--- src/sv/hbfd_pkg.sv ---
// Package for the HTTP body framing decoder.
// Holds field widths, phase codes, register indexes and the hex digit decoder.
// Has no dependencies.
package hbfd_pkg;

	localparam int BYTE_W = 8;
	localparam int CONTENT_LENGTH_W = 24;
	localparam int CFG_DATA_W = 24;
	localparam int CFG_IDX_W = 1;

	localparam logic [CFG_IDX_W-1:0] REG_BODY_MODE = 1'd0;
	localparam logic [CFG_IDX_W-1:0] REG_CONTENT_LENGTH = 1'd1;

	localparam logic BODY_MODE_CHUNKED = 1'b0;
	localparam logic BODY_MODE_LENGTH = 1'b1;

	localparam int PHASE_W = 3;
	localparam logic [PHASE_W-1:0] PH_START = 3'd0;
	localparam logic [PHASE_W-1:0] PH_SIZE_LF = 3'd1;
	localparam logic [PHASE_W-1:0] PH_CDATA = 3'd2;
	localparam logic [PHASE_W-1:0] PH_CSKIP = 3'd3;
	localparam logic [PHASE_W-1:0] PH_ENDSKIP = 3'd4;
	localparam logic [PHASE_W-1:0] PH_LDATA = 3'd5;

	localparam logic [BYTE_W-1:0] CHAR_CR = 8'h0d;
	localparam logic [1:0] CRLF_LEN = 2'd2;

	typedef struct packed {
		logic       ok;
		logic [3:0] val;
	} hex_digit_t;

	function automatic hex_digit_t hex_decode(input logic [BYTE_W-1:0] c);
		hex_digit_t r;
		r.ok = 1'b1;
		r.val = 4'd0;
		if (c >= 8'h30 && c <= 8'h39) begin
			r.val = 4'(c - 8'h30);
		end else if (c >= 8'h61 && c <= 8'h66) begin
			r.val = 4'(c - 8'h57);
		end else if (c >= 8'h41 && c <= 8'h46) begin
			r.val = 4'(c - 8'h37);
		end else begin
			r.ok = 1'b0;
		end
		return r;
	endfunction

endpackage

--- src/sv/hbfd_raw_if.sv ---
// Channel for raw body bytes entering the decoder.
// Depends on hbfd_pkg for the byte width.
interface hbfd_raw_if import hbfd_pkg::*; ();
	logic              valid;
	logic              ready;
	logic [BYTE_W-1:0] in_byte;

	modport source (output valid, output in_byte, input ready);
	modport sink (input valid, input in_byte, output ready);
endinterface

--- src/sv/hbfd_result_if.sv ---
// Channel for decoded result items leaving the decoder.
// Depends on hbfd_pkg for the byte width.
interface hbfd_result_if import hbfd_pkg::*; ();
	logic              valid;
	logic              ready;
	logic [BYTE_W-1:0] out_byte;
	logic              payload_valid;
	logic              body_end;

	modport source (output valid, output out_byte, output payload_valid, output body_end,
		input ready);
	modport sink (input valid, input out_byte, input payload_valid, input body_end,
		output ready);
endinterface

--- src/sv/http_body_framing_decoder.sv ---
// HTTP body framing decoder: chunked transfer decoding or fixed content length.
// Each accepted byte's result item is registered in the output register.
// One item per cycle unless payload.ready is low; output is refilled while being taken.
// Reset (arst_n low, asynchronous) returns to body start in chunked mode, length one.
// Depends on hbfd_pkg, hbfd_raw_if and hbfd_result_if.
module http_body_framing_decoder import hbfd_pkg::*; #(
	parameter int LENGTH_BITS = 24
) (
	input  logic                  clk,
	input  logic                  arst_n,
	hbfd_raw_if.sink              raw,
	hbfd_result_if.source         payload,
	input  logic                  cfg_wr_en,
	input  logic [CFG_IDX_W-1:0]  cfg_index,
	input  logic [CFG_DATA_W-1:0] cfg_data
);

	localparam int LB = LENGTH_BITS;
	localparam int XW = (LB > CONTENT_LENGTH_W) ? LB : CONTENT_LENGTH_W;
	localparam logic [LB-1:0] LEN_MAX = {LB{1'b1}};
	localparam logic [LB-1:0] LEN_ONE = LB'(1);

	logic                        body_mode_q;
	logic [CONTENT_LENGTH_W-1:0] content_length_q;

	logic [PHASE_W-1:0] phase_q, phase_d;
	logic [LB-1:0]      bytes_left_q, bytes_left_d;
	logic [LB-1:0]      size_accum_q, size_accum_d;
	logic               closed_q, closed_d;
	logic [1:0]         skip_q, skip_d;

	logic               out_vld_q;
	logic [BYTE_W-1:0]  out_byte_q;
	logic               out_pv_q, out_end_q;
	logic               pv_d, end_d;

	logic               accept;
	hex_digit_t         hd;
	logic [LB+3:0]      acc_ext;
	logic [LB-1:0]      acc_next;
	logic [XW-1:0]      cl_x;
	logic [LB-1:0]      len_n;
	logic [LB-1:0]      left_dec;

	assign raw.ready = !out_vld_q || payload.ready;
	assign accept = raw.valid && raw.ready;

	assign hd = hex_decode(raw.in_byte);
	assign acc_ext = {size_accum_q, 4'b0000} + {{LB{1'b0}}, hd.val};
	assign acc_next = (acc_ext[LB+3:LB] != 4'd0) ? LEN_MAX : acc_ext[LB-1:0];
	assign cl_x = XW'(content_length_q);
	assign left_dec = bytes_left_q - LEN_ONE;

	always_comb begin
		if (cl_x > XW'(LEN_MAX)) begin
			len_n = LEN_MAX;
		end else if (cl_x == '0) begin
			len_n = LEN_ONE;
		end else begin
			len_n = cl_x[LB-1:0];
		end
	end

	always_comb begin
		phase_d = phase_q;
		bytes_left_d = bytes_left_q;
		size_accum_d = size_accum_q;
		closed_d = closed_q;
		skip_d = skip_q;
		pv_d = 1'b0;
		end_d = 1'b0;
		case (phase_q)
			PH_SIZE_LF: begin
				if (size_accum_q == '0) begin
					phase_d = PH_ENDSKIP;
					skip_d = CRLF_LEN;
				end else begin
					bytes_left_d = size_accum_q;
					phase_d = PH_CDATA;
				end
				size_accum_d = '0;
				closed_d = 1'b0;
			end
			PH_CDATA: begin
				pv_d = 1'b1;
				bytes_left_d = left_dec;
				if (left_dec == '0) begin
					phase_d = PH_CSKIP;
					skip_d = CRLF_LEN;
				end
			end
			PH_CSKIP: begin
				skip_d = skip_q - 2'd1;
				if (skip_q == 2'd1) begin
					phase_d = PH_START;
				end
			end
			PH_ENDSKIP: begin
				skip_d = skip_q - 2'd1;
				if (skip_q == 2'd1) begin
					phase_d = PH_START;
					end_d = 1'b1;
				end
			end
			PH_LDATA: begin
				pv_d = 1'b1;
				bytes_left_d = left_dec;
				if (left_dec == '0) begin
					phase_d = PH_START;
					end_d = 1'b1;
				end
			end
			default: begin
				phase_d = PH_START;
				if (size_accum_q == '0 && !closed_q && body_mode_q == BODY_MODE_LENGTH) begin
					pv_d = 1'b1;
					bytes_left_d = len_n - LEN_ONE;
					if (len_n == LEN_ONE) begin
						end_d = 1'b1;
					end else begin
						phase_d = PH_LDATA;
					end
				end else if (raw.in_byte == CHAR_CR) begin
					phase_d = PH_SIZE_LF;
				end else if (!closed_q && hd.ok) begin
					size_accum_d = acc_next;
				end else begin
					closed_d = 1'b1;
				end
			end
		endcase
	end

	always_ff @(posedge clk or negedge arst_n) begin
		if (!arst_n) begin
			body_mode_q <= BODY_MODE_CHUNKED;
			content_length_q <= CONTENT_LENGTH_W'(1);
		end else if (cfg_wr_en) begin
			case (cfg_index)
				REG_BODY_MODE: body_mode_q <= cfg_data[0];
				REG_CONTENT_LENGTH: content_length_q <= cfg_data[CONTENT_LENGTH_W-1:0];
				default: ;
			endcase
		end
	end

	always_ff @(posedge clk or negedge arst_n) begin
		if (!arst_n) begin
			phase_q <= PH_START;
			bytes_left_q <= '0;
			size_accum_q <= '0;
			closed_q <= 1'b0;
			skip_q <= 2'd0;
		end else if (accept) begin
			phase_q <= phase_d;
			bytes_left_q <= bytes_left_d;
			size_accum_q <= size_accum_d;
			closed_q <= closed_d;
			skip_q <= skip_d;
		end
	end

	always_ff @(posedge clk or negedge arst_n) begin
		if (!arst_n) begin
			out_vld_q <= 1'b0;
		end else if (accept) begin
			out_vld_q <= 1'b1;
		end else if (payload.ready) begin
			out_vld_q <= 1'b0;
		end
	end

	always_ff @(posedge clk) begin
		if (accept) begin
			out_byte_q <= pv_d ? raw.in_byte : '0;
			out_pv_q <= pv_d;
			out_end_q <= end_d;
		end
	end

	assign payload.valid = out_vld_q;
	assign payload.out_byte = out_byte_q;
	assign payload.payload_valid = out_pv_q;
	assign payload.body_end = out_end_q;

	// Data phases always have at least one byte left to pass.
	a_data_left: assert property (@(posedge clk) disable iff (!arst_n)
		(phase_q == PH_CDATA || phase_q == PH_LDATA) |-> bytes_left_q != '0)
		else $error("data phase with no bytes left");

	// Skip phases always have a byte still to drop.
	a_skip_left: assert property (@(posedge clk) disable iff (!arst_n)
		(phase_q == PH_CSKIP || phase_q == PH_ENDSKIP) |-> skip_q != 2'd0)
		else $error("skip phase with zero skip count");

	// A chunk data byte never completes the body.
	a_cdata_no_end: assert property (@(posedge clk) disable iff (!arst_n)
		(accept && phase_q == PH_CDATA) |=> (out_pv_q && !out_end_q))
		else $error("chunk data byte flagged as body end");

	// The last length-mode byte ends the body and returns to body start.
	a_ldata_last: assert property (@(posedge clk) disable iff (!arst_n)
		(accept && phase_q == PH_LDATA && bytes_left_q == LEN_ONE)
		|=> (out_end_q && phase_q == PH_START))
		else $error("last length-mode byte did not end the body");

endmodule
--- src/flat_wrapper.sv ---
// flat-port wrapper written by rule: the top's interface ports become plain ports
module http_body_framing_decoder_flat import hbfd_pkg::*;
#(
	parameter int LENGTH_BITS = 24
)
  (clk, arst_n, cfg_wr_en, cfg_index, cfg_data, raw_valid, raw_in_byte, raw_ready, payload_valid, payload_out_byte, payload_payload_valid, payload_body_end, payload_ready);
  hbfd_raw_if raw_i ();
  hbfd_result_if payload_i ();
  input  logic clk;
  input  logic arst_n;
  input  logic cfg_wr_en;
  input  logic [CFG_IDX_W-1:0] cfg_index;
  input  logic [CFG_DATA_W-1:0] cfg_data;
  input wire logic [$bits(raw_i.valid)-1:0] raw_valid;
  input wire logic [$bits(raw_i.in_byte)-1:0] raw_in_byte;
  output wire logic [$bits(raw_i.ready)-1:0] raw_ready;
  output wire logic [$bits(payload_i.valid)-1:0] payload_valid;
  output wire logic [$bits(payload_i.out_byte)-1:0] payload_out_byte;
  output wire logic [$bits(payload_i.payload_valid)-1:0] payload_payload_valid;
  output wire logic [$bits(payload_i.body_end)-1:0] payload_body_end;
  input wire logic [$bits(payload_i.ready)-1:0] payload_ready;
  assign raw_i.valid = raw_valid;
  assign raw_i.in_byte = raw_in_byte;
  assign raw_ready = raw_i.ready;
  assign payload_valid = payload_i.valid;
  assign payload_out_byte = payload_i.out_byte;
  assign payload_payload_valid = payload_i.payload_valid;
  assign payload_body_end = payload_i.body_end;
  assign payload_i.ready = payload_ready;
  http_body_framing_decoder #(.LENGTH_BITS(LENGTH_BITS)) u_core (.clk(clk), .arst_n(arst_n), .raw(raw_i), .payload(payload_i), .cfg_wr_en(cfg_wr_en), .cfg_index(cfg_index), .cfg_data(cfg_data));
endmodule
--- config.mk ---
export PLATFORM = sky130hd
export DESIGN_NAME = http_body_framing_decoder_flat
export DESIGN_NICKNAME = d
export VERILOG_FILES = /design/src/sv/hbfd_pkg.sv /design/src/sv/hbfd_raw_if.sv /design/src/sv/hbfd_result_if.sv /design/src/sv/http_body_framing_decoder.sv /design/src/flat_wrapper.sv
export SDC_FILE = /design/constraint.sdc
export NUM_CORES = 1
export LEC_CHECK = 0
export BUFFER_PORTS_ARGS = -buffer_cell sky130_fd_sc_hd__buf_2
export CORE_MARGIN = 10
export CORE_UTILIZATION = 54
export CTS_CLUSTER_DIAMETER = 60
export CTS_CLUSTER_SIZE = 10
export DETAILED_ROUTE_END_ITERATION = 8
export PLACE_DENSITY = 0.74
export SLEW_MARGIN = 10
export SYNTH_ARGS = -nofsm -noshare
export SYNTH_HDL_FRONTEND = slang
export SYNTH_SLANG_ARGS = --single-unit
--- constraint.sdc ---
create_clock -name clk -period 2.8 [get_ports clk]
set_clock_uncertainty 0.05 [all_clocks]
set_input_delay 0.28 -clock clk [delete_from_list [all_inputs] [get_ports clk]]
set_output_delay 0.28 -clock clk [all_outputs]
set_load 0.05 [all_outputs]
# Yosys cells after proc, flatten, opt, wreduce, memory -nomap -nowiden
# Cells that the tools add are included.
# Widths: inputs -> output; s select.
# op_classes
reduce_logical	30
muxes	40
n_eq_ne	16
add_sub_neg	7
magnitude_cmp	7
n_bitwise	3
# op_table
operator	n
$mux 24	8
$logic_not 24->1	3
$pmux 24 s3	1
$pmux 24 s2	1
$sub 24x1->24 const B	2
$add 28x4->28	1
$eq 24x1->1 const B	1
$gt 24x24->1 const B	1
$mux 3	6
$ge 8x7->1 const B	2
$le 8x7->1 const B	2
$mux 1	14
$mux 4	3
$pmux 3 s4	1
$reduce_and 4->1	3
$reduce_and 5->1	2
$eq 8x4->1 const B	1
$ge 8x6->1 const B	1
$le 8x6->1 const B	1
$ne 2x1->1 const B	4
$ne 2x2->1 const B	4
$sub 4x3->4 const B	2
$logic_and 1x1->1	7
$eq 3x2->1 const B	2
other kinds (19)	30
# word_totals
register_bits	90
word_cells	114
output_inout_bits	12

# Logic depth before layout (Yosys ltp)
# depth
depth_word	12
depth_mapped	12
ltp_nobuf	11

# Worst setup path after synthesis
# OpenSTA, ideal clock, no wires.
# synth_path
path_type	register to register
startpoint	reg u_core.content_length_q[20], in the netlist u_core.cl_x[20]
endpoint	reg u_core.bytes_left_q[22]
setup_slack_ns	0.140
synth_period_minus_slack_ns	2.660
stages_incl_launch_ff	12
arrival_time_ns	2.481
cell_sequence	dfrtp_1 > or4_1 > nor4_2 > a31o_2 > inv_1 > ha_1 > nand3_1 > nor4_1 > xnor2_1 > nor2_1 > a221oi_1 > o21ai_0
# synth_via
elab_chain_cells	6
elab_cells_between_ends	7
# synth_lines
element	line_no	source
start, declared	http_body_framing_decoder.sv:24	logic [CONTENT_LENGTH_W-1:0] content_length_q;
start signal, assigned	http_body_framing_decoder.sv:141	REG_CONTENT_LENGTH: content_length_q <= cfg_data[CONTENT_LENGTH_W-1:0];
parallel branches: the longest is 2 deep, another holds $gt 24x24->1	n/a	
$mux 24 *	http_body_framing_decoder.sv:55	if (cl_x > XW'(LEN_MAX)) begin
$sub 24x1->24 *	http_body_framing_decoder.sv:117	bytes_left_d = len_n - LEN_ONE;
$mux 24 *	http_body_framing_decoder.sv:115	if (size_accum_q == '0 && !closed_q && body_mode_q == BODY_MODE_LENGTH) begin
$pmux 24 s3 *	http_body_framing_decoder.sv:72	case (phase_q)
end signal, assigned	http_body_framing_decoder.sv:156	bytes_left_q <= bytes_left_d;
end, declared	http_body_framing_decoder.sv:27	logic [LB-1:0] bytes_left_q, bytes_left_d;
# Mark *: on every way between the ends. The select of a mux whose other input is x is not followed.
# A chain may end at the register's enable or synchronous reset.

# Worst setup path after layout
# layout_path
startpoint	reg u_core.bytes_left_q[1]
endpoint	reg u_core.skip_q[0]
# layout_via
elab_chain_cells	4
# layout_lines
element	line_no	source
$sub 24x1->24	http_body_framing_decoder.sv:52	assign left_dec = bytes_left_q - LEN_ONE;
$logic_not 24->1	http_body_framing_decoder.sv:87	if (left_dec == '0) begin
$ne 2x1->1 (no source line)	n/a	
$reduce_and 4->1 (no source line)	n/a	
end signal, assigned	http_body_framing_decoder.sv:159	skip_q <= skip_d;
end, declared	http_body_framing_decoder.sv:30	logic [1:0] skip_q, skip_d;
# No other way between the ends.

==> results_dict.tcl <==
set metrics [dict create \
    setup_slack_ps 107 \
    placement.setup.worst_slack_ps -68.2 \
    synthesis.yosys.warnings 0 \
    detailed_place_hpwl_um 10700 \
    die_x_um 120 \
    antenna_violations_before_repair 0 \
    cellPowerDensity_mw_per_mm2 889 \
    synth.most_common_cell "sky130_fd_sc_hd__dfrtp_1" \
    finalSetupViolCount 0 \
    syn_nets 657 \
    first_pass_iteration_count_of_the_detailed_router 5 \
    netlist_top_cells_count "sky130_fd_sc_hd__dfrtp_1, sky130_fd_sc_hd__nor2_1, sky130_fd_sc_hd__o21ai_0" \
    setup.worst_path.start_class "register" \
    clkLatencyLatePin_ps 360 \
    timing.max_slew.rel_slack 0.319 \
    timing.max_cap.violations 0 \
    cts_tree "built" \
    sort_of_element_at_the_end_of_the_critical_path "register" \
    finish.instance_area_mm2 0.00631 \
    via_count_of_the_first_global_routing_pass 4787 \
    gr-total-overflow 0 \
    power.ir.vdd_worst_uv 402 \
    synth.top_cell.area_share 0.364 \
    worst-slew-pin-transition_ps 1020 \
    netlist_area_mm2 0.00544 \
    dpl-instance-area_mm2 0.00597 \
    cts_buffers 9 \
    synth-async-reset-ratio 0.889 \
    leakagePower_nw 2.57 \
    area_of_the_core_mm2 0.00977 \
    num_io_pins 50 \
    final_nets 725 \
    placementRows 36 \
    critical_path_required_ps 2990 \
    grt_pass1_wl_um 24100 \
    power.total_mw 5.61 \
    die-area_mm2 0.0145 \
    sequential_to_total_area_share_from_yosys_stat 0.424 \
    grt_usage 0.202 \
    crit_type "reg -> reg" \
    clock_tree.htree_level_count 3 \
    multi_input_comb_area_mm2 0.00300 \
    postCtsHoldBufs 0 \
    routed-via-count 4917 \
    syn-mean-instance-area_um2 8.91 \
    netlist-cell-type-count 71 \
    synthCells 610 \
    status "completed" \
    timing.fmax_mhz 371 \
    area_growth_pct 16.1 \
    drv_slew 0 \
    fill_cells 822 \
    postSynthRegisterBits 90 \
    fin_crit_ps 2690 \
    drt_iter0_markers 504 \
    synth_largest_area_cell "sky130_fd_sc_hd__dfrtp_1" \
    count_of_port_buffers_added_during_placement 49 \
    grt_start_max_net_pins 81 \
    routed_via_density 6.03 \
    place.detailed.instances 795 \
    seq_area_mm2 0.00230 \
    synth_edf_count 10 \
    timing.hold.worst.class "in -> async" \
    ant_nets 0 \
    die_height_um 120 \
    insertedDiodeCount 0 \
    synth-main-ff-cell "sky130_fd_sc_hd__dfrtp_1" \
    finalWeightedCongestion 0.940 \
    cts.sink_count 90 \
    floorplan.initialDensity 0.556 \
    worst_ep_arrival_time_ps 2890 \
    post-route-drc-count 0 \
    synth_area_leaders "sky130_fd_sc_hd__dfrtp_1, sky130_fd_sc_hd__o21ai_0, sky130_fd_sc_hd__edfxtp_1" \
    finalHoldViolations 0 \
    clock-root-buffer "sky130_fd_sc_hd__clkbuf_8" \
    route.detailed.wl_per_inst_um 17.9 \
    wl_um 14600 \
    clock_slew_at_reported_path_ffs_ps 90 \
    layout.cells.non_filler 816 \
    post_route_cells_drive_above_1_share 0.236 \
    max-clock-path-buffers 2 \
    finalCritPeriodShare 0.962 \
    worst-path-max-fanout 5 \
]
critical path: stages (launching register included):
cell,delay [ps]
sky130_fd_sc_hd__dfrtp_1,380
sky130_fd_sc_hd__inv_1,100
sky130_fd_sc_hd__ha_1,180
sky130_fd_sc_hd__or3b_2,500
sky130_fd_sc_hd__nor3b_1,250
sky130_fd_sc_hd__o2111ai_1,180
sky130_fd_sc_hd__a2111oi_2,350
sky130_fd_sc_hd__nand3_1,130
sky130_fd_sc_hd__buf_4,180
sky130_fd_sc_hd__nor2_1,160
sky130_fd_sc_hd__o211ai_1,120
final timing paths:
check	slack [ps]	to	depth (start not counted)	start
max	110	u_core.skip_q[0]$_DFFE_PN0P_	10	u_core.bytes_left_q[1]$_DFFE_PN0P_
min	20	u_core.skip_q[1]$_DFFE_PN0P_	1	arst_n
max reg2reg	110	u_core.skip_q[0]$_DFFE_PN0P_	10	u_core.bytes_left_q[1]$_DFFE_PN0P_
min reg2reg	470	u_core.bytes_left_q[19]$_DFFE_PN0P_	2	u_core.bytes_left_q[19]$_DFFE_PN0P_
max in group asynchronous	2010	u_core.cl_x[3]$_DFFE_PN0P_	1	arst_n
min in group clk	80	u_core.payload.valid$_DFFE_PN0P_	2	raw_valid
power breakdown:
part	internal (mW)	switching, mW
registers	1.62	0.282
clock network	0.588	0.465
logic	0.994	1.66
total	3.20	2.41
cell type report:
cell class                      instances  share of cell area
Sequential cell                        90               0.365
Timing Repair Buffer                   88              0.0876
Multi-Input combinational cell        474               0.475
Clock buffer                           10              0.0202
Inverter                               15             0.00892
Clock inverter                          6              0.0167
Tap cell                              133              0.0264
routing by layer:
metal	vias to the layer above	GRT usage	routed length, um
li1	2340	-	-
met1	2350	0.266	6470
met2	193	0.311	6860
met3	34	0.0451	884
met4	0	0.0905	407
met5	-	0	0
registers in the layout (all words and copies together), names as in the netlist:
signal / count
u_core.payload.body_end: 1
u_core.size_accum_q: 24
u_core.phase_q: 3
u_core.body_mode_q: 1
u_core.skip_q: 2
u_core.payload.valid: 1
u_core.cl_x: 24
u_core.payload.out_byte: 8
u_core.payload.payload_valid: 1
u_core.closed_q: 1
u_core.bytes_left_q: 24
layout by cell type, fill, tap and decap left out, types with 5 or more instances in the layout:
cell | netlist | routed
sky130_fd_sc_hd__a211oi_1 | 6 | 6
sky130_fd_sc_hd__a21oi_1 | 25 | 24
sky130_fd_sc_hd__a221oi_1 | 15 | 14
sky130_fd_sc_hd__buf_2 | 5 | 48
sky130_fd_sc_hd__buf_4 | 1 | 39
sky130_fd_sc_hd__clkbuf_8 | 0 | 9
sky130_fd_sc_hd__dfrtp_1 | 79 | 79
sky130_fd_sc_hd__edfxtp_1 | 10 | 10
sky130_fd_sc_hd__ha_1 | 9 | 8
sky130_fd_sc_hd__inv_1 | 14 | 14
sky130_fd_sc_hd__mux2_2 | 25 | 25
sky130_fd_sc_hd__nand2_1 | 65 | 65
sky130_fd_sc_hd__nand2b_1 | 6 | 6
sky130_fd_sc_hd__nand3_1 | 12 | 11
sky130_fd_sc_hd__nor2_1 | 78 | 76
sky130_fd_sc_hd__nor2b_1 | 9 | 9
sky130_fd_sc_hd__nor3_1 | 20 | 18
sky130_fd_sc_hd__nor4_1 | 13 | 13
sky130_fd_sc_hd__o21ai_0 | 73 | 72
sky130_fd_sc_hd__o21ai_1 | 4 | 5
sky130_fd_sc_hd__o31ai_1 | 6 | 5
sky130_fd_sc_hd__or3_1 | 5 | 5
sky130_fd_sc_hd__xnor2_1 | 21 | 21
sky130_fd_sc_hd__xor2_1 | 8 | 8
per-stage QoR:
stage / hold slack [ps] / setup TNS, ps / util
final: 18.9 / 0 / 0.646
after floorplan: -65.6 / 0 / -
after CTS: 71.5 / 0 / 0.638
after global routing: 74.2 / -438 / 0.646
after global placement: 436 / 0 / 0.611
after detailed placement: 459 / -103 / 0.611
kinds of logic (layout without fill, tap and decap cells):
logic type                 count (synthesis)  count (layout)  synth area share
AOI/OAI and AO/OA                        157             157             0.181
xor gates and xnor gates                  29              29            0.0467
adders and majority gates                  9               9            0.0207
buffers and inverters                     46             119            0.0380
DFF                                       90              90             0.424
muxes                                     28              28            0.0573
and+or+nand+nor                          251             251             0.232
timing repair:
action                     CTS  global route
buffers inserted             3             2
setup endpoints to repair    6            15
resized for setup            2            13
cloned                       0             0
pin swaps                    3             5
(Power assumes the default switching activity.)
